## config.mk

```make
export PLATFORM = sky130hd
export DESIGN_NAME = dcts_ctrl
export DESIGN_NICKNAME = d
export VERILOG_FILES = /design/src/design/dependency_count_task_scheduler_core_macros.svh /design/src/design/dcts_pkg.sv /design/src/design/dcts_ctrl.sv
export SDC_FILE = /design/constraint.sdc
export NUM_CORES = 1
export LEC_CHECK = 0
export BUFFER_PORTS_ARGS = -buffer_cell sky130_fd_sc_hd__buf_2
export CAP_MARGIN = 30
export CORE_AREA = 8 8 45 47
export DETAILED_ROUTE_END_ITERATION = 8
export DIE_AREA = 0 0 53 55
export PLACE_DENSITY = 0.76
export SETUP_SLACK_MARGIN = 0.2
export SLEW_MARGIN = 30
export SYNTH_ARGS = -nofsm -noshare
export SYNTH_HDL_FRONTEND = slang
export SYNTH_SLANG_ARGS = --single-unit
export TNS_END_PERCENT = 30
```

## constraint.sdc

```tcl
create_clock -name clock -period 1.7 [get_ports clock]
set_input_delay 0.17 -clock clock [delete_from_list [all_inputs] [get_ports clock]]
set_output_delay 0.17 -clock clock [all_outputs]
set_load 0.1 [all_outputs]
```

## src/design/dependency_count_task_scheduler_core_macros.svh

```systemverilog
// assertion helpers shared by the scheduler core
`ifndef DEPENDENCY_COUNT_TASK_SCHEDULER_CORE_MACROS_SVH
`define DEPENDENCY_COUNT_TASK_SCHEDULER_CORE_MACROS_SVH

// consequent must hold in the same cycle as the antecedent
`define DCTS_ASSERT_NOW(label, clk, rst, ante, cons, msg) \
   label: assert property (@(posedge clk) disable iff (rst) (ante) |-> (cons)) \
      else $error(msg);

// consequent must hold in the cycle after the antecedent
`define DCTS_ASSERT_NEXT(label, clk, rst, ante, cons, msg) \
   label: assert property (@(posedge clk) disable iff (rst) (ante) |=> (cons)) \
      else $error(msg);

`endif

```

## src/design/dcts_pkg.sv

```systemverilog
`timescale 1ns / 1ps
package dcts_pkg;

   // fixed field widths of the channels and the task count register
   localparam int CMD_W    = 2;
   localparam int TASK_W   = 6;
   localparam int TOTAL_W  = 7;
   // largest graph the task index field can address
   localparam int MAX_LIVE = 64;

   typedef enum logic [CMD_W-1:0] {
      OP_CLEAR,
      OP_EDGE,
      OP_START,
      OP_DONE
   } op_type;

   typedef enum logic [3:0] {
      ST_IDLE,
      ST_DECODE,
      ST_EDGE_CHK,
      ST_ACCUM,
      ST_CNT_CHK,
      ST_SWEEP,
      ST_DONE_CHK,
      ST_SCAN,
      ST_FINISH,
      ST_REPLY
   } state_type;

   // controller to datapath
   typedef struct packed {
      logic latch;
      logic clear_all;
      logic read_t;
      logic write_edge;
      logic accum_init;
      logic accum_step;
      logic start_run;
      logic sweep_step;
      logic done_accept;
      logic scan_step;
      logic push_single;
      logic push_final;
      logic reply_err;
   } ctrl_cmd_type;

   // datapath to controller
   typedef struct packed {
      op_type op;
      logic   running;
      logic   t_ok;
      logic   d_ok;
      logic   self_edge;
      logic   edge_dup;
      logic   accum_done;
      logic   any_entry;
      logic   sweep_done;
      logic   done_bad;
      logic   scan_done;
      logic   out_free;
   } dp_status_type;

endpackage

```

## src/design/dcts_ctrl.sv

```systemverilog
`timescale 1ns / 1ps
module dcts_ctrl import dcts_pkg::*; (
   input  logic          clock,
   input  logic          reset,
   input  logic          req_valid,
   output logic          req_ready,
   input  dp_status_type sts,
   output ctrl_cmd_type  ctl
);

   state_type state_ff;
   state_type state_in;
   logic      err_ff;
   logic      err_in;
   logic      edge_bad;
   logic      done_early_bad;

   // checks that need no memory read
   assign edge_bad       = sts.running || !sts.t_ok || !sts.d_ok || sts.self_edge;
   assign done_early_bad = !sts.running || !sts.t_ok;

   always_ff @(posedge clock) begin
      if (reset) begin
         state_ff <= ST_IDLE;
         err_ff   <= 1'b0;
      end else begin
         state_ff <= state_in;
         err_ff   <= err_in;
      end
   end

   // next state
   always_comb begin
      state_in = state_ff;
      err_in   = err_ff;
      case (state_ff)
         ST_IDLE: begin
            if (req_valid) begin
               state_in = ST_DECODE;
            end
         end
         ST_DECODE: begin
            case (sts.op)
               OP_CLEAR: begin
                  state_in = ST_REPLY;
                  err_in   = 1'b0;
               end
               OP_EDGE: begin
                  if (edge_bad) begin
                     state_in = ST_REPLY;
                     err_in   = 1'b1;
                  end else begin
                     state_in = ST_EDGE_CHK;
                  end
               end
               OP_START: begin
                  if (sts.running) begin
                     state_in = ST_REPLY;
                     err_in   = 1'b1;
                  end else begin
                     state_in = ST_ACCUM;
                  end
               end
               OP_DONE: begin
                  if (done_early_bad) begin
                     state_in = ST_REPLY;
                     err_in   = 1'b1;
                  end else begin
                     state_in = ST_DONE_CHK;
                  end
               end
               default: begin
                  state_in = ST_IDLE;
               end
            endcase
         end
         ST_EDGE_CHK: begin
            state_in = ST_REPLY;
            err_in   = sts.edge_dup;
         end
         ST_ACCUM: begin
            if (sts.accum_done) begin
               state_in = ST_CNT_CHK;
            end
         end
         ST_CNT_CHK: begin
            if (sts.any_entry) begin
               state_in = ST_SWEEP;
            end else begin
               state_in = ST_REPLY;
               err_in   = 1'b1;
            end
         end
         ST_SWEEP: begin
            if (sts.sweep_done) begin
               state_in = ST_FINISH;
            end
         end
         ST_DONE_CHK: begin
            if (sts.done_bad) begin
               state_in = ST_REPLY;
               err_in   = 1'b1;
            end else begin
               state_in = ST_SCAN;
            end
         end
         ST_SCAN: begin
            if (sts.scan_done) begin
               state_in = ST_FINISH;
            end
         end
         ST_FINISH: begin
            if (sts.out_free) begin
               state_in = ST_IDLE;
            end
         end
         ST_REPLY: begin
            if (sts.out_free) begin
               state_in = ST_IDLE;
            end
         end
         default: begin
            state_in = ST_IDLE;
         end
      endcase
   end

   // commands
   always_comb begin
      ctl       = '0;
      req_ready = 1'b0;
      case (state_ff)
         ST_IDLE: begin
            req_ready = 1'b1;
            ctl.latch = req_valid;
         end
         ST_DECODE: begin
            case (sts.op)
               OP_CLEAR: ctl.clear_all  = 1'b1;
               OP_EDGE:  ctl.read_t     = !edge_bad;
               OP_START: ctl.accum_init = !sts.running;
               OP_DONE:  ctl.read_t     = !done_early_bad;
               default:  ctl.clear_all  = 1'b0;
            endcase
         end
         ST_EDGE_CHK: begin
            ctl.write_edge = !sts.edge_dup;
         end
         ST_ACCUM: begin
            ctl.accum_step = 1'b1;
         end
         ST_CNT_CHK: begin
            ctl.start_run = sts.any_entry;
         end
         ST_SWEEP: begin
            ctl.sweep_step = 1'b1;
         end
         ST_DONE_CHK: begin
            ctl.done_accept = !sts.done_bad;
         end
         ST_SCAN: begin
            ctl.scan_step = 1'b1;
         end
         ST_FINISH: begin
            ctl.push_final = sts.out_free;
         end
         ST_REPLY: begin
            ctl.push_single = sts.out_free;
            ctl.reply_err   = err_ff;
         end
         default: begin
            req_ready = 1'b0;
         end
      endcase
   end

endmodule

```

Word-level counts from Yosys, hierarchy flattened

Cells that the tools add are included.

Memory bits (writable): 0
Bits in latches: 0
Register bits after elaboration: 5
ROM bits: 0
Memories kept: 0
Input bits: 16
Output and inout port bits: 14
Word-level logic and storage cells: 76

Bitwise logic cells: 0
Shift operators: 0
Add/subtract/negate cells: 0
Equality and inequality tests: 22
$lt $le $gt $ge: 0
Muxes and demuxes: 35
Divide/modulo/power cells: 0
$mul: 0
Reductions and logical operators: 17

Operator list:

| operator                                      | number |
|---|---|
| 2-to-1 mux 4 bit                              | 10 |
| case mux 4 bit (9 select lines)               | 1 |
| 2-to-1 mux 1 bit                              | 19 |
| == test 4 x 3 -> 1 bit, second input constant | 4 |
| case mux 4 bit (4 select lines)               | 1 |
| != test 2 bit, second input constant          | 6 |
| != test 3 bit, second input constant          | 3 |
| == test 4 x 2 -> 1 bit, second input constant | 2 |
| == test 4 bit, second input constant          | 2 |
| case mux 1 bit (4 select lines)               | 2 |
| logical NOT 1 bit                             | 7 |
| AND reduction 6 bit                           | 1 |
| AND reduction 5 bit                           | 1 |
| == test 2 bit, second input constant          | 2 |
| == test 4 x 1 -> 1 bit, second input constant | 1 |
| logical NOT 4 bit                             | 1 |
| logical OR 1 bit                              | 4 |
| nonzero test 4 bit                            | 1 |
| == test 2 x 1 -> 1 bit, second input constant | 1 |
| logical NOT 2 bit                             | 1 |
| 2-to-1 mux 2 bit                              | 1 |
| != test 2 x 1 -> 1 bit, second input constant | 1 |
| case mux 1 bit (2 select lines)               | 1 |
| OR reduction 2 bit                            | 1 |

Depth between registers and ports, before layout

Word-level depth: 7
Gate-level depth with buffers: 6
Mapped depth without buffers: 5

Least setup slack after synthesis

Ideal clock, no wire load.

Path kind: register -> output
Start: register state_ff[1]
End: output ctl[12] (netlist name)
Path slack: -2.956 ns
Cell stages (with the launch flop): 4
Data arrival time: 4.486 ns
Required time: 1.530 ns
Buffers on the path: 1
Path through: dfxtp_1 -> buf_2 -> nor4_1 -> and2_1

RTL lines:

| what                   | line            | text |
|---|---|---|
| from (decl)            | dcts_ctrl.sv:11 | `state_type state_ff;` |
| from (signal assigned) | dcts_ctrl.sv:27 | `state_ff <= state_in;` |
| to (decl)              | dcts_ctrl.sv:8  | `output ctrl_cmd_type ctl` |

==> summary.txt <==
Drt
  • Final WL: 2.50 mm
  • DR pass1 iterations: 4
  • Mean number of vias per cell: 5.77
  • Remaining antenna violation count: 0
  • DR WL/cell: 17.9 um
  • Residual DRC: 0
  • Via Count: 808
  • Initial DRC Count: 47

Logic synthesis
  • Mux cell area share after synthesis: 5.39%
  • Synth warn: 0
  • Post-Synth Simple-Gate Area: 46.7%
  • Ys async rst share: 0%
  • Post-Syn Nets: 98
  • Main combinational cell family by area after synthesis: simple AND/OR/NAND/NOR gates
  • Post-synthesis sequential area ratio: 18.0%
  • Cell Area, Synth: 557 um^2
  • Post-synth EDFFs: 0
  • Synth area leader: dfxtp_1
  • Syn Area/Cell: 6.79 um^2
  • Synth Area in Compound Gates: 23.1%
  • Xor/xnor cell area share of the yosys netlist: 0%
  • Synthesis-stage register bit count: 5
  • Synth top area share: 18.0%
  • Post-synthesis adder-cell area fraction: 0%
  • Most used DFF post-synth: dfxtp_1
  • Post-Syn Instances: 82
  • Netlist cell types: 31
  • Area contributors post-synth: dfxtp_1 18%, nor2_1 8.8%, nor3_1 6.3%, nand2_1 6.1%, mux2i_1 5.4%

Clock network
  • Bufs on Longest Clock Path: 2
  • Clk root buf: clkbuf_4
  • H-tree Lvls: 1
  • CTS tree: built
  • Worst skew pair latency: 0.25 ns
  • Clock transition at path regs: 0.05 ns
  • Num Clock Sinks: 5
  • Clock buffer count from CTS: 3

STA
  • Tcrit/Tclk final: 105%
  • Peak Freq: 559 MHz
  • Final worst setup slack: -0.0885 ns
  • Final Hold Viols: 0
  • Slew @ Worst Pin: 0.405 ns
  • Final setup vio count: 4
  • Unrepaired setup endpoints after global routing: true
  • Final Max Slew Viols: 0
  • Final Skew: 0.000417 ns
  • Clock period minus worst slack: 1.79 ns
  • Max-Slew Margin vs Limit: 72.9%
  • Sum Neg Setup Slack: -0.173 ns

Worst setup path
  • CP max-delay cell: or4b_4
  • Slowest stage delay, CP: 0.58 ns
  • Crit path cell chain: or4b_4 -> buf_6 -> nor2_4 -> buf_12
  • CP Capture Type: output port
  • Arrival time at the worst endpoint: 1.62 ns
  • Setup CP Type: flip-flop to output port
  • Critical path peak fanout: 3
  • CP Data Required Time: 1.53 ns
  • CP startpoint kind: flip-flop

Run status
  • Outcome: finished, violations left
  • Failing checks: negative setup slack

GRT
  • Vias in the first global route: 826
  • GRT overflow: 0
  • Global-route wire length before repair: 3.63 mm
  • Initial antenna violation count: 0
  • GRT Resource Usage Total: 16.2%
  • Pin count of the biggest net entering global routing: 15

Placement
  • Hpwl dp: 1.68 mm
  • Placed insts: 129
  • RD Place Congestion: 0.887
  • Port bufs: 29

Floorplanning
  • Core area: 0.00138 mm^2
  • Cell row count: 14
  • # IOs: 30
  • DIE AREA: 0.00292 mm^2
  • Die Width: 53 um
  • Chip height: 55 um
  • Initial Util: 40.2%

Layout
  • Share of layout cells above drive strength 1: 60.5%
  • Post-route insts no fill: 140
  • Most frequent cells in the layout: 15 x buf_2, 15 x buf_12, 8 x nor2_1, 8 x buf_4, 7 x nand2_1
  • N_diodes: 0
  • Nets: 141
  • Area grow syn2layout: 120%

Power
  • Post-layout total power: 2.29 mW
  • Leakage Power: 0.478 nW
  • Maximum vdd drop: 1.18 mV
  • Power density over the cells: 1870 mW/mm^2

Flow run
  • Max Cap Violations: 0

Min path
  • Worst hold path type: input port to flip-flop
cells by family (layout without fill, tap and decap cells):
| family | after synthesis | in the layout |
|---|---|---|
| muxes | 3 | 3 |
| buffers and inverters | 9 | 51 |
| AOI/OAI and AO/OA | 17 | 17 |
| DFF | 5 | 5 |
| and+or+nand+nor | 48 | 48 |
Yosys cell counts (2+ instances only):
cell,n
a311oi_1,3
buf_2,3
dfxtp_1,5
inv_1,5
mux2i_1,3
nand2_1,9
nand2b_1,4
nand3_1,2
nor2_1,13
nor3_1,7
nor3b_1,3
nor4_1,3
o211ai_1,2
o21ai_0,3
critical path: cells and delay by family (launching register included):
| family | cells | cell delay [ns] |
|---|---|---|
| buffers and inverters | 2 | 0.34 |
| DFF | 1 | 0.32 |
| and+or+nand+nor | 2 | 0.71 |
worst paths after layout:
| check | slack (ns) | from | endpoint | cells after the start |
|---|---|---|---|---|
| setup / recovery | -0.09 | state_ff[3]$_SDFFE_PP0P_ | ctl[8] | 4 |
| hold / removal | 0.16 | reset | state_ff[2]$_SDFFE_PP0P_ | 2 |
| hold reg to reg | 0.52 | err_ff$_SDFFE_PP0P_ | err_ff$_SDFFE_PP0P_ | 2 |
| setup reg to reg | 0.02 | state_ff[3]$_SDFFE_PP0P_ | err_ff$_SDFFE_PP0P_ | 6 |
registers in the layout (all words and copies together), names as in the netlist:
name,cells
state_ff,4
err_ff,1
layout make-up:
cell class / instances / area [um^2]
Sequential cell: 5 / 103
Multi-Input combinational cell: 68 / 576
Inverter: 5 / 18.8
Fill cell: 69 / 156
Clock buffer: 4 / 26.3
Tap cell: 16 / 20.0
Timing Repair Buffer: 42 / 484
layer usage:
| layer | routed length (um) | global-route usage (%) | share of wire (%) |
|---|---|---|---|
| met1 | 988 | 17.8 | 39 |
| met2 | 1330 | 30.9 | 53 |
| met3 | 188 | 4.28 | 7.5 |
| met4 | 0 | 2.59 | 0 |
| met5 | 0 | 0 | 0 |
through the flow:
step           util [%]  hold WS (ns)  area (um^2)  worst slack, ns
5_1_grt            88.7         0.156         1230           -0.126
4_1_cts            83.8         0.157         1160          -0.0572
6_report           88.7         0.165         1230          -0.0885
3_5_place_dp       76.4         0.416         1060            0.117
2_1_floorplan         -         0.227          666           -0.581
3_3_place_gp       76.4         0.422         1060            0.131
power breakdown:
part / leakage, nW / total [mW] / internal (mW) / switching [mW]
combinational: 0.421 / 1.93 / 0.757 / 1.18
sequential: 0.0419 / 0.213 / 0.174 / 0.0386
clock: 0.0150 / 0.145 / 0.0892 / 0.0558
total: 0.478 / 2.29 / 1.02 / 1.27
what timing repair did:
action / CTS / global route
setup buffers: 3 / 4
pin swaps: 11 / 8
cloned: 0 / 0
hold buffers: 0 / 0
resized for setup: 15 / 9
setup endpoints to repair: 16 / 19
Power figures use the tool's default switching activity.
